[src/design/fts_pkg.sv]
// fts_pkg: shared widths, reset values, codes and structs of the frame timing statistics unit
// no dependencies; used by every other file through scoped names
package fts_pkg;

  localparam int TIME_BITS      = 32;
  localparam int COUNT_BITS     = 16;
  localparam int SLEEP_BITS     = 16;
  localparam int THRESH_BITS    = 32;
  localparam int CFG_DATA_BITS  = 32;
  localparam int CFG_IDX_BITS   = 2;
  localparam int SUM_BITS       = TIME_BITS + COUNT_BITS;
  localparam int SLEEP_SUM_BITS = SLEEP_BITS + COUNT_BITS;
  localparam int STEP_BITS      = $clog2(SUM_BITS);

  localparam logic [COUNT_BITS-1:0]  FLUSH_RESET  = COUNT_BITS'(600);
  localparam logic [THRESH_BITS-1:0] THRESH_RESET = THRESH_BITS'(500);

  typedef enum logic [CFG_IDX_BITS-1:0] {
    CFG_FLUSH  = 2'd0,
    CFG_THRESH = 2'd1
  } cfg_reg_e;

  typedef enum logic [1:0] {
    MEAN_PRE   = 2'd0,
    MEAN_FINAL = 2'd1,
    MEAN_SLEEP = 2'd2,
    MEAN_OVER  = 2'd3
  } mean_sel_e;

  typedef struct packed {
    logic [TIME_BITS-1:0]  pre_elapsed;
    logic [TIME_BITS-1:0]  final_elapsed;
    logic [SLEEP_BITS-1:0] slept_ms;
    logic [TIME_BITS-1:0]  target_interval;
  } fts_frame_t;

  typedef struct packed {
    logic [COUNT_BITS-1:0] frames_seen;
    logic [COUNT_BITS-1:0] frames_slept;
    logic [COUNT_BITS-1:0] frames_late;
    logic [TIME_BITS-1:0]  mean_pre;
    logic [TIME_BITS-1:0]  mean_final;
    logic [TIME_BITS-1:0]  least_final;
    logic [TIME_BITS-1:0]  most_final;
    logic [SLEEP_BITS-1:0] mean_sleep;
    logic [TIME_BITS-1:0]  mean_overshoot;
    logic [TIME_BITS-1:0]  most_overshoot;
  } fts_snap_t;

  typedef struct packed {
    logic      capture;
    logic      over;
    logic      accum;
    logic      div_load;
    logic      div_step;
    logic      div_store;
    mean_sel_e sel;
    logic      snap;
  } fts_cmd_t;

  typedef struct packed {
    logic flush;
    logic out_busy;
  } fts_stat_t;

endpackage

[src/design/fts_frame_if.sv]
// fts_frame_if: valid/ready channel carrying one frame record per beat
// depends on fts_pkg for field widths
interface fts_frame_if;
  logic                            valid;
  logic                            ready;
  logic [fts_pkg::TIME_BITS-1:0]   pre_elapsed;
  logic [fts_pkg::TIME_BITS-1:0]   final_elapsed;
  logic [fts_pkg::SLEEP_BITS-1:0]  slept_ms;
  logic [fts_pkg::TIME_BITS-1:0]   target_interval;

  modport source (output valid, pre_elapsed, final_elapsed, slept_ms, target_interval,
                  input ready);
  modport sink   (input valid, pre_elapsed, final_elapsed, slept_ms, target_interval,
                  output ready);
  modport mon    (input valid, ready, pre_elapsed, final_elapsed, slept_ms, target_interval);
endinterface

[src/design/fts_snap_if.sv]
// fts_snap_if: valid/ready channel carrying one statistics snapshot per beat
// depends on fts_pkg for field widths
interface fts_snap_if;
  logic                            valid;
  logic                            ready;
  logic [fts_pkg::COUNT_BITS-1:0]  frames_seen;
  logic [fts_pkg::COUNT_BITS-1:0]  frames_slept;
  logic [fts_pkg::COUNT_BITS-1:0]  frames_late;
  logic [fts_pkg::TIME_BITS-1:0]   mean_pre;
  logic [fts_pkg::TIME_BITS-1:0]   mean_final;
  logic [fts_pkg::TIME_BITS-1:0]   least_final;
  logic [fts_pkg::TIME_BITS-1:0]   most_final;
  logic [fts_pkg::SLEEP_BITS-1:0]  mean_sleep;
  logic [fts_pkg::TIME_BITS-1:0]   mean_overshoot;
  logic [fts_pkg::TIME_BITS-1:0]   most_overshoot;

  modport source (output valid, frames_seen, frames_slept, frames_late, mean_pre, mean_final,
                  least_final, most_final, mean_sleep, mean_overshoot, most_overshoot,
                  input ready);
  modport sink   (input valid, frames_seen, frames_slept, frames_late, mean_pre, mean_final,
                  least_final, most_final, mean_sleep, mean_overshoot, most_overshoot,
                  output ready);
  modport mon    (input valid, ready, frames_seen, frames_slept, frames_late, mean_pre,
                  mean_final, least_final, most_final, mean_sleep, mean_overshoot,
                  most_overshoot);
endinterface

[src/design/fts_ctrl.sv]
// fts_ctrl: sequencer for frame intake, accumulation and the snapshot divisions
// depends on fts_pkg for command and status structs
module fts_ctrl (
  input  logic               clk_i,
  input  logic               rst_ni,
  input  logic               in_valid_i,
  output logic               in_ready_o,
  input  fts_pkg::fts_stat_t stat_i,
  output fts_pkg::fts_cmd_t  cmd_o
);

  typedef enum logic [2:0] {
    ST_IDLE,
    ST_OVER,
    ST_ACC,
    ST_CHECK,
    ST_LOAD,
    ST_RUN,
    ST_STORE,
    ST_SNAP
  } state_e;

  state_e                            state_q;
  fts_pkg::mean_sel_e                sel_q;
  logic [fts_pkg::STEP_BITS-1:0]     step_q;

  always_ff @(posedge clk_i or negedge rst_ni) begin
    if (!rst_ni) begin
      state_q <= ST_IDLE;
      sel_q   <= fts_pkg::MEAN_PRE;
      step_q  <= '0;
    end else begin
      unique case (state_q)
        ST_IDLE: begin
          if (in_valid_i) state_q <= ST_OVER;
        end
        ST_OVER: begin
          state_q <= ST_ACC;
        end
        ST_ACC: begin
          state_q <= ST_CHECK;
        end
        ST_CHECK: begin
          if (stat_i.flush) begin
            state_q <= ST_LOAD;
            sel_q   <= fts_pkg::MEAN_PRE;
          end else begin
            state_q <= ST_IDLE;
          end
        end
        ST_LOAD: begin
          step_q  <= '0;
          state_q <= ST_RUN;
        end
        ST_RUN: begin
          if (step_q == fts_pkg::STEP_BITS'(fts_pkg::SUM_BITS - 1)) begin
            state_q <= ST_STORE;
          end else begin
            step_q <= step_q + fts_pkg::STEP_BITS'(1);
          end
        end
        ST_STORE: begin
          if (sel_q == fts_pkg::MEAN_OVER) begin
            state_q <= ST_SNAP;
          end else begin
            sel_q   <= fts_pkg::mean_sel_e'(sel_q + 2'd1);
            state_q <= ST_LOAD;
          end
        end
        ST_SNAP: begin
          if (!stat_i.out_busy) state_q <= ST_IDLE;
        end
      endcase
    end
  end

  assign in_ready_o = (state_q == ST_IDLE);

  always_comb begin
    cmd_o           = '0;
    cmd_o.capture   = in_ready_o && in_valid_i;
    cmd_o.over      = (state_q == ST_OVER);
    cmd_o.accum     = (state_q == ST_ACC);
    cmd_o.div_load  = (state_q == ST_LOAD);
    cmd_o.div_step  = (state_q == ST_RUN);
    cmd_o.div_store = (state_q == ST_STORE);
    cmd_o.sel       = sel_q;
    cmd_o.snap      = (state_q == ST_SNAP) && !stat_i.out_busy;
  end

endmodule

[src/design/fts_dp.sv]
// fts_dp: configuration, accumulators, shared serial divider and snapshot output register
// depends on fts_pkg for widths, codes and structs
module fts_dp (
  input  logic                                clk_i,
  input  logic                                rst_ni,
  input  logic                                cfg_we_i,
  input  logic [fts_pkg::CFG_IDX_BITS-1:0]    cfg_idx_i,
  input  logic [fts_pkg::CFG_DATA_BITS-1:0]   cfg_data_i,
  input  fts_pkg::fts_frame_t                 frame_i,
  input  fts_pkg::fts_cmd_t                   cmd_i,
  output fts_pkg::fts_stat_t                  stat_o,
  output fts_pkg::fts_snap_t                  snap_o,
  output logic                                snap_valid_o,
  input  logic                                snap_ready_i
);

  localparam int TB = fts_pkg::TIME_BITS;
  localparam int CB = fts_pkg::COUNT_BITS;
  localparam int SB = fts_pkg::SUM_BITS;

  logic [CB-1:0]                         flush_q;
  logic [fts_pkg::THRESH_BITS-1:0]       thresh_q;

  fts_pkg::fts_frame_t                   rec_q;
  logic [TB-1:0]                         over_q;
  logic                                  late_q;
  logic                                  slept_q;

  logic [CB-1:0]                         cnt_q;
  logic [CB-1:0]                         slept_cnt_q;
  logic [CB-1:0]                         late_cnt_q;
  logic [SB-1:0]                         pre_sum_q;
  logic [SB-1:0]                         fin_sum_q;
  logic [fts_pkg::SLEEP_SUM_BITS-1:0]    slp_sum_q;
  logic [SB-1:0]                         over_sum_q;
  logic [TB-1:0]                         fin_min_q;
  logic [TB-1:0]                         fin_max_q;
  logic [TB-1:0]                         over_max_q;

  logic [SB-1:0]                         dvd_q;
  logic [CB-1:0]                         rem_q;
  logic [TB-1:0]                         mean_pre_q;
  logic [TB-1:0]                         mean_fin_q;
  logic [fts_pkg::SLEEP_BITS-1:0]        mean_slp_q;
  logic [TB-1:0]                         mean_over_q;

  fts_pkg::fts_snap_t                    out_q;
  logic                                  out_valid_q;

  logic                                  cfg_hit;
  logic                                  clear;
  logic [TB-1:0]                         over_d;
  logic [SB-1:0]                         dvd_src;
  logic [CB:0]                           rem_sh;
  logic [CB:0]                           rem_diff;
  logic                                  ge;

  assign cfg_hit = cfg_we_i && ((cfg_idx_i == fts_pkg::CFG_FLUSH) ||
                                (cfg_idx_i == fts_pkg::CFG_THRESH));
  assign clear   = cfg_hit || cmd_i.snap;

  // configuration registers
  always_ff @(posedge clk_i or negedge rst_ni) begin
    if (!rst_ni) begin
      flush_q  <= fts_pkg::FLUSH_RESET;
      thresh_q <= fts_pkg::THRESH_RESET;
    end else if (cfg_we_i) begin
      if (cfg_idx_i == fts_pkg::CFG_FLUSH) begin
        flush_q <= (cfg_data_i[CB-1:0] == '0) ? CB'(1) : cfg_data_i[CB-1:0];
      end
      if (cfg_idx_i == fts_pkg::CFG_THRESH) begin
        thresh_q <= cfg_data_i[fts_pkg::THRESH_BITS-1:0];
      end
    end
  end

  // overshoot stage
  assign over_d = (rec_q.final_elapsed > rec_q.target_interval) ?
                  (rec_q.final_elapsed - rec_q.target_interval) : '0;

  always_ff @(posedge clk_i) begin
    if (cmd_i.capture) rec_q <= frame_i;
    if (cmd_i.over) begin
      over_q  <= over_d;
      late_q  <= fts_pkg::THRESH_BITS'(over_d) > thresh_q;
      slept_q <= (rec_q.slept_ms != '0);
    end
  end

  // accumulators
  always_ff @(posedge clk_i or negedge rst_ni) begin
    if (!rst_ni) begin
      cnt_q       <= '0;
      slept_cnt_q <= '0;
      late_cnt_q  <= '0;
      pre_sum_q   <= '0;
      fin_sum_q   <= '0;
      slp_sum_q   <= '0;
      over_sum_q  <= '0;
      fin_min_q   <= '1;
      fin_max_q   <= '0;
      over_max_q  <= '0;
    end else if (clear) begin
      cnt_q       <= '0;
      slept_cnt_q <= '0;
      late_cnt_q  <= '0;
      pre_sum_q   <= '0;
      fin_sum_q   <= '0;
      slp_sum_q   <= '0;
      over_sum_q  <= '0;
      fin_min_q   <= '1;
      fin_max_q   <= '0;
      over_max_q  <= '0;
    end else if (cmd_i.accum) begin
      cnt_q      <= cnt_q + CB'(1);
      pre_sum_q  <= pre_sum_q + SB'(rec_q.pre_elapsed);
      fin_sum_q  <= fin_sum_q + SB'(rec_q.final_elapsed);
      slp_sum_q  <= slp_sum_q + fts_pkg::SLEEP_SUM_BITS'(rec_q.slept_ms);
      over_sum_q <= over_sum_q + SB'(over_q);
      if (slept_q) slept_cnt_q <= slept_cnt_q + CB'(1);
      if (late_q) late_cnt_q <= late_cnt_q + CB'(1);
      if (rec_q.final_elapsed < fin_min_q) fin_min_q <= rec_q.final_elapsed;
      if (rec_q.final_elapsed > fin_max_q) fin_max_q <= rec_q.final_elapsed;
      if (over_q > over_max_q) over_max_q <= over_q;
    end
  end

  // restoring divider, one quotient bit per cycle, divisor is the frame count
  always_comb begin
    unique case (cmd_i.sel)
      fts_pkg::MEAN_PRE:   dvd_src = pre_sum_q;
      fts_pkg::MEAN_FINAL: dvd_src = fin_sum_q;
      fts_pkg::MEAN_SLEEP: dvd_src = SB'(slp_sum_q);
      fts_pkg::MEAN_OVER:  dvd_src = over_sum_q;
    endcase
  end

  assign rem_sh   = {rem_q, dvd_q[SB-1]};
  assign ge       = rem_sh >= {1'b0, cnt_q};
  assign rem_diff = rem_sh - {1'b0, cnt_q};

  always_ff @(posedge clk_i) begin
    if (cmd_i.div_load) begin
      dvd_q <= dvd_src;
      rem_q <= '0;
    end else if (cmd_i.div_step) begin
      dvd_q <= {dvd_q[SB-2:0], ge};
      rem_q <= ge ? rem_diff[CB-1:0] : rem_sh[CB-1:0];
    end
    if (cmd_i.div_store) begin
      unique case (cmd_i.sel)
        fts_pkg::MEAN_PRE:   mean_pre_q  <= dvd_q[TB-1:0];
        fts_pkg::MEAN_FINAL: mean_fin_q  <= dvd_q[TB-1:0];
        fts_pkg::MEAN_SLEEP: mean_slp_q  <= dvd_q[fts_pkg::SLEEP_BITS-1:0];
        fts_pkg::MEAN_OVER:  mean_over_q <= dvd_q[TB-1:0];
      endcase
    end
  end

  // snapshot output register
  always_ff @(posedge clk_i) begin
    if (cmd_i.snap) begin
      out_q.frames_seen    <= cnt_q;
      out_q.frames_slept   <= slept_cnt_q;
      out_q.frames_late    <= late_cnt_q;
      out_q.mean_pre       <= mean_pre_q;
      out_q.mean_final     <= mean_fin_q;
      out_q.least_final    <= fin_min_q;
      out_q.most_final     <= fin_max_q;
      out_q.mean_sleep     <= mean_slp_q;
      out_q.mean_overshoot <= mean_over_q;
      out_q.most_overshoot <= over_max_q;
    end
  end

  always_ff @(posedge clk_i or negedge rst_ni) begin
    if (!rst_ni) begin
      out_valid_q <= 1'b0;
    end else if (cmd_i.snap) begin
      out_valid_q <= 1'b1;
    end else if (snap_ready_i) begin
      out_valid_q <= 1'b0;
    end
  end

  assign stat_o.flush    = (cnt_q >= flush_q) || (cnt_q == '1);
  assign stat_o.out_busy = out_valid_q;
  assign snap_o          = out_q;
  assign snap_valid_o    = out_valid_q;

endmodule

[src/design/frame_timing_stats_unit.sv]
// frame_timing_stats_unit: top level of the frame timing statistics unit
// depends on fts_pkg, fts_frame_if, fts_snap_if, fts_ctrl and fts_dp
//
// One frame record is taken per beat on frame_i; an ordinary frame occupies the unit for
// intake, overshoot, accumulate and flush check, as set by the sequencer in fts_ctrl.
// A frame that completes a snapshot then needs the four means, which go one after the other
// through one shared restoring divider that yields one quotient bit per cycle. The snapshot
// then sits in an output register, so further frames are taken while it waits on snap_o;
// only the next snapshot waits for it. Configuration writes clear all accumulators and
// take effect at once; there is no clearing pass after reset.
module frame_timing_stats_unit (
  input  logic                                clk_i,
  input  logic                                rst_ni,
  fts_frame_if.sink                           frame_i,
  fts_snap_if.source                          snap_o,
  input  logic                                cfg_we_i,
  input  logic [fts_pkg::CFG_IDX_BITS-1:0]    cfg_idx_i,
  input  logic [fts_pkg::CFG_DATA_BITS-1:0]   cfg_data_i
);

  fts_pkg::fts_frame_t frame;
  fts_pkg::fts_snap_t  snap;
  fts_pkg::fts_cmd_t   cmd;
  fts_pkg::fts_stat_t  stat;
  logic                in_ready;
  logic                snap_valid;

  assign frame.pre_elapsed     = frame_i.pre_elapsed;
  assign frame.final_elapsed   = frame_i.final_elapsed;
  assign frame.slept_ms        = frame_i.slept_ms;
  assign frame.target_interval = frame_i.target_interval;
  assign frame_i.ready         = in_ready;

  fts_ctrl u_ctrl (
    .clk_i      (clk_i),
    .rst_ni     (rst_ni),
    .in_valid_i (frame_i.valid),
    .in_ready_o (in_ready),
    .stat_i     (stat),
    .cmd_o      (cmd)
  );

  fts_dp u_dp (
    .clk_i        (clk_i),
    .rst_ni       (rst_ni),
    .cfg_we_i     (cfg_we_i),
    .cfg_idx_i    (cfg_idx_i),
    .cfg_data_i   (cfg_data_i),
    .frame_i      (frame),
    .cmd_i        (cmd),
    .stat_o       (stat),
    .snap_o       (snap),
    .snap_valid_o (snap_valid),
    .snap_ready_i (snap_o.ready)
  );

  assign snap_o.valid          = snap_valid;
  assign snap_o.frames_seen    = snap.frames_seen;
  assign snap_o.frames_slept   = snap.frames_slept;
  assign snap_o.frames_late    = snap.frames_late;
  assign snap_o.mean_pre       = snap.mean_pre;
  assign snap_o.mean_final     = snap.mean_final;
  assign snap_o.least_final    = snap.least_final;
  assign snap_o.most_final     = snap.most_final;
  assign snap_o.mean_sleep     = snap.mean_sleep;
  assign snap_o.mean_overshoot = snap.mean_overshoot;
  assign snap_o.most_overshoot = snap.most_overshoot;

endmodule

[src/flat_wrapper.sv]
// flat-port wrapper written by rule: the top's interface ports become plain ports
module frame_timing_stats_unit_flat 
  (clk_i, rst_ni, cfg_we_i, cfg_idx_i, cfg_data_i, frame_i_valid, frame_i_pre_elapsed, frame_i_final_elapsed, frame_i_slept_ms, frame_i_target_interval, frame_i_ready, snap_o_valid, snap_o_frames_seen, snap_o_frames_slept, snap_o_frames_late, snap_o_mean_pre, snap_o_mean_final, snap_o_least_final, snap_o_most_final, snap_o_mean_sleep, snap_o_mean_overshoot, snap_o_most_overshoot, snap_o_ready);
  fts_frame_if frame_i_i ();
  fts_snap_if snap_o_i ();
  input  logic clk_i;
  input  logic rst_ni;
  input  logic cfg_we_i;
  input  logic [fts_pkg::CFG_IDX_BITS-1:0] cfg_idx_i;
  input  logic [fts_pkg::CFG_DATA_BITS-1:0] cfg_data_i;
  input wire logic [$bits(frame_i_i.valid)-1:0] frame_i_valid;
  input wire logic [$bits(frame_i_i.pre_elapsed)-1:0] frame_i_pre_elapsed;
  input wire logic [$bits(frame_i_i.final_elapsed)-1:0] frame_i_final_elapsed;
  input wire logic [$bits(frame_i_i.slept_ms)-1:0] frame_i_slept_ms;
  input wire logic [$bits(frame_i_i.target_interval)-1:0] frame_i_target_interval;
  output wire logic [$bits(frame_i_i.ready)-1:0] frame_i_ready;
  output wire logic [$bits(snap_o_i.valid)-1:0] snap_o_valid;
  output wire logic [$bits(snap_o_i.frames_seen)-1:0] snap_o_frames_seen;
  output wire logic [$bits(snap_o_i.frames_slept)-1:0] snap_o_frames_slept;
  output wire logic [$bits(snap_o_i.frames_late)-1:0] snap_o_frames_late;
  output wire logic [$bits(snap_o_i.mean_pre)-1:0] snap_o_mean_pre;
  output wire logic [$bits(snap_o_i.mean_final)-1:0] snap_o_mean_final;
  output wire logic [$bits(snap_o_i.least_final)-1:0] snap_o_least_final;
  output wire logic [$bits(snap_o_i.most_final)-1:0] snap_o_most_final;
  output wire logic [$bits(snap_o_i.mean_sleep)-1:0] snap_o_mean_sleep;
  output wire logic [$bits(snap_o_i.mean_overshoot)-1:0] snap_o_mean_overshoot;
  output wire logic [$bits(snap_o_i.most_overshoot)-1:0] snap_o_most_overshoot;
  input wire logic [$bits(snap_o_i.ready)-1:0] snap_o_ready;
  assign frame_i_i.valid = frame_i_valid;
  assign frame_i_i.pre_elapsed = frame_i_pre_elapsed;
  assign frame_i_i.final_elapsed = frame_i_final_elapsed;
  assign frame_i_i.slept_ms = frame_i_slept_ms;
  assign frame_i_i.target_interval = frame_i_target_interval;
  assign frame_i_ready = frame_i_i.ready;
  assign snap_o_valid = snap_o_i.valid;
  assign snap_o_frames_seen = snap_o_i.frames_seen;
  assign snap_o_frames_slept = snap_o_i.frames_slept;
  assign snap_o_frames_late = snap_o_i.frames_late;
  assign snap_o_mean_pre = snap_o_i.mean_pre;
  assign snap_o_mean_final = snap_o_i.mean_final;
  assign snap_o_least_final = snap_o_i.least_final;
  assign snap_o_most_final = snap_o_i.most_final;
  assign snap_o_mean_sleep = snap_o_i.mean_sleep;
  assign snap_o_mean_overshoot = snap_o_i.mean_overshoot;
  assign snap_o_most_overshoot = snap_o_i.most_overshoot;
  assign snap_o_i.ready = snap_o_ready;
  frame_timing_stats_unit u_core (.clk_i(clk_i), .rst_ni(rst_ni), .frame_i(frame_i_i), .snap_o(snap_o_i), .cfg_we_i(cfg_we_i), .cfg_idx_i(cfg_idx_i), .cfg_data_i(cfg_data_i));
endmodule
[config.mk]
export PLATFORM = sky130hd
export DESIGN_NAME = frame_timing_stats_unit_flat
export DESIGN_NICKNAME = d
export VERILOG_FILES = /design/src/design/fts_pkg.sv /design/src/design/fts_frame_if.sv /design/src/design/fts_snap_if.sv /design/src/design/fts_ctrl.sv /design/src/design/fts_dp.sv /design/src/design/frame_timing_stats_unit.sv /design/src/flat_wrapper.sv
export SDC_FILE = /design/constraint.sdc
export NUM_CORES = 2
export LEC_CHECK = 0
export BUFFER_PORTS_ARGS = -buffer_cell sky130_fd_sc_hd__buf_4
export CORE_UTILIZATION = 55
export DETAILED_ROUTE_END_ITERATION = 8
export HOLD_SLACK_MARGIN = 0.03
export PLACE_DENSITY = 0.74
export SYNTH_ARGS = -nofsm -noshare
export SYNTH_HDL_FRONTEND = slang
export SYNTH_HIERARCHICAL = 1
export SYNTH_SLANG_ARGS = --single-unit
[constraint.sdc]
create_clock -name clk_i -period 42.2 [get_ports clk_i]
set_input_delay 12.66 -clock clk_i [delete_from_list [all_inputs] [get_ports clk_i]]
set_output_delay 12.66 -clock clk_i [all_outputs]
set_load 0.1 [all_outputs]
==> metrics.csv <==
stage;metric;value;unit
sta;hold_viol;0;
global_routing;grt_max_degree;166;
power_and_ir_drop;pwr-share-seq;0.386;
global_routing;overflow;0;
sta;slew_violations;0;
synth;synth_fp_nets;4457;
sta;period_needed;15.22;ns
clocking;clk_latency;0.66;ns
sta;setup_viol_count_final;0;
power_and_ir_drop;leakage;23.1;nW
synth;synth_area_leader_cell;edfxtp_1;
power_and_ir_drop;comb_power_share;0.365;
synth;syn_avg_cell_area;11.8;µm²
synth;synth_area_leaders;edfxtp_1 (36%), dfrtp_1 (18%), ha_1 (8.2%), nor2_1 (2.8%), a21oi_1 (2.6%);
synth;ys_types;83;
clocking;path_clk_slew;0.06;ns
drt;first_iter_violations;2717;
floorplan;start_util;0.560;
drt;vias;33200;
floorplan;dieArea;0.0869;mm²
global_routing;grt_pass1_vias;31500;
drt;wire_per_inst;21.4;µm
critical_path;r2r_start;u_core/u_dp/rec_q[48]$_DFFE_PP_;
critical_path;cp.required;42.74;ns
power_and_ir_drop;swShare;0.379;
clocking;postCtsSetupBuffers;0;
run_status;status;complete, no violations;
critical_path;crit_arrival;15.76;ns
synth;synth-edff-count;562;
synth;synth-seq-area-share;0.568;
power_and_ir_drop;p_per_area;65.1;mW/mm²
sta;fin_crit_sh;0.361;
synth;synth_most_common_cell;edfxtp_1;
clocking;numCtsBuffers;96;
drt;ant_nets;0;
power_and_ir_drop;p_clk_frac;0.249;
drt;wl;120;mm
place;place_congestion;0.942;
final_layout;fillerInstances;6436;
floorplan;die_w;295;µm
power_and_ir_drop;intPower;2.21;mW
clocking;cts_resized;0;
sta;rsz0062_at_grt;no;
clocking;cts_tree;done;
final_layout;stdcell_area;0.0547;mm²
synth;synthXorXnorAreaFrac;0.0351;
synth;synth-adder-area-share;0.0843;
sta;max_freq;65.7;MHz
critical_path;crit_type;in -> reg;
synth;synth_compound_area_frac;0.116;
sta;worstMarginPinSlew;1.15;ns
floorplan;num_rows;106;
synth;ys_seq_elements;958;
clocking;cts-root-buf;clkbuf_16;
drt;drc_errors;0;
power_and_ir_drop;p_switching;1.35;mW
synth;muxShareOfSynthArea;0.0537;
final_layout;n_antenna_cell;0;
synth;yosys_warnings;6;
clocking;h-tree-depth;3;
final_layout;nets;4838;
synth;ys_top_cells_by_count;edfxtp_1 (562), nor2_1 (355), dfrtp_1 (338);
sta;tns;0;ns
clocking;postCtsHoldBufs;0;
clocking;ctsLongestPathBuffers;3;
critical_path;cp-end-kind;flop;
synth;synthArstFlopShare;0.397;
global_routing;grt_use_total;0.273;
clocking;cts.sink_count;958;
floorplan;die_h;295;µm
drt;first_pass_iters;6;
global_routing;antenna_found_initial;3;
drt;viasPerCell;5.95;
final_layout;area_growth;16.0;%
place;hpwl;84.9;mm
synth;yosys.area_share.simple;0.111;
critical_path;crit_fanout;165;
floorplan;design.core.area;0.0842;mm²
synth;synthCells;3992;
sta;slew_headroom;0.210;
place;postPlaceCellArea;0.0514;mm²
final_layout;layout-drive-gt1-share;0.174;
synth;syn_area;0.0471;mm²
flow_run;cap_viol_max_count;0;
place;io_buffers;408;
hold_path;hold_class;reg -> reg;
critical_path;start_kind;input port;
floorplan;io_pins;409;
critical_path;critPathLaunch;cfg_idx_i[1];
global_routing;grt_pass1_wl;182;mm
sta;fin_skew;0.0199;ns
synth;yosys.area.top_type_share;0.358;
synth;synth-main-ff-cell;edfxtp_1;
power_and_ir_drop;peakVddDrop;0.0362;mV
hold_path;worstHoldStart;u_core/u_dp/mean_over_q[18]$_DFFE_PP_;
synth;synth_top_family_by_area;compound AO/OA/AOI/OAI gates;
==> critical path: stages <==
cell,delay [ns]
buf_4,0.11
nand2b_1,0.18
nand2b_4,0.64
buf_12,0.56
buf_4,0.86
or3_1,0.21
nor3_1,0.04
nand3b_1,0.16
==> cell type report <==
type	instances	area, µm²	share of cell area
clock buffers	124	2640	0.0483
clock inverters	58	658	0.0120
inverters	236	886	0.0162
multi-input cells	2642	19000	0.347
flip-flops and latches	958	26800	0.489
well taps	1134	1420	0.0260
repair buffers	439	3330	0.0609
==> cell families after synthesis <==
logic type | count (synthesis)
buffers and inverters | 392
adder cells (fa/ha/maj) | 314
AND/OR/NAND/NOR | 1081
XOR/XNOR | 189
multiplexers | 205
flip-flops | 958
AO/OA/AOI/OAI | 853
==> stage by stage <==
stage                     setup slack (ns)  total power, mW  utilization  cells  hold slack, ns
after floorplan                      13.04             2.31            -   3992           0.400
after global placement               26.40             2.63        0.610   5409           0.400
after detailed placement             26.40             2.66        0.610   5409           0.405
after CTS                            27.10             3.56        0.649   5591           0.410
after global routing                 26.87             3.75        0.649   5591           0.422
final                                26.98             3.56        0.649   5591           0.415
==> worst paths after layout <==
path,endpoint,slack (ns),cells past startpoint
setup reg to reg,u_core/u_dp/late_q$_DFFE_PP_,36.48,22
hold reg to reg,u_core/u_dp/snap_o[50]$_DFFE_PP_,0.41,0
setup / recovery,u_core/u_dp/fin_sum_q[24]$_DFFE_PN0P_,26.98,8
max in group asynchronous,u_core/u_dp/fin_max_q[17]$_DFFE_PN0P_,28.49,2
min in group asynchronous,u_core/u_dp/late_cnt_q[12]$_DFFE_PN0P_,12.12,1
hold / removal,u_core/u_dp/snap_o[50]$_DFFE_PP_,0.41,0
==> placed cells by master (no fill, tap or decap), types with 13 or more instances in the layout <==
| master | instances |
|---|---|
| dfrtp_1 | 336 |
| ha_1 | 308 |
| nor2b_1 | 37 |
| o21a_1 | 22 |
| o21bai_1 | 20 |
| o22ai_1 | 14 |
| nand4_1 | 85 |
| nor2_1 | 353 |
| and2_1 | 13 |
| a211oi_1 | 36 |
| or2_2 | 13 |
| mux2_2 | 63 |
| clkbuf_16 | 98 |
| inv_1 | 233 |
| clkbuf_1 | 17 |
| xnor2_1 | 103 |
| o21ai_0 | 143 |
| mux4_2 | 32 |
| dfxtp_1 | 16 |
| dfstp_2 | 42 |
| a21oi_1 | 248 |
| a31oi_1 | 63 |
| edfxtp_1 | 562 |
| o31ai_1 | 72 |
| clkinv_2 | 13 |
| o211ai_1 | 19 |
| nor4_1 | 20 |
| a21o_1 | 122 |
| xor2_1 | 86 |
| or3_1 | 39 |
| and4_1 | 15 |
| buf_4 | 436 |
| and3_1 | 42 |
| nor3_1 | 76 |
| nand2b_1 | 25 |
| mux2i_1 | 110 |
| nand3_1 | 139 |
| nand2_1 | 184 |
==> layer usage <==
metal  GRT usage  part of all wire
met2       0.432              0.46
met1       0.386              0.43
met5           0           0.00034
met4      0.0880             0.030
met3      0.0425             0.073
==> sequential cells by signal, summed over array words and instances (netlist names), 48 cells and up <==
register and cells:
u_core/u_dp/dvd_q 48, u_core/u_dp/rec_q 112, u_core/u_dp/fin_sum_q 48, u_core/u_dp/over_sum_q 48
u_core/u_dp/pre_sum_q 48, u_core/u_dp/snap_o 256
==> power by group through the flow <==
stage                     clock, mW  combinational, mW  sequential [mW]
after global placement            0               1.25             1.38
after CTS                     0.900               1.29             1.37
after detailed placement          0               1.28             1.38
after floorplan                   0              0.917             1.40
final                         0.885               1.30             1.37
after global routing          0.936               1.43             1.39
Note: power is estimated with default switching activity, not from simulation.
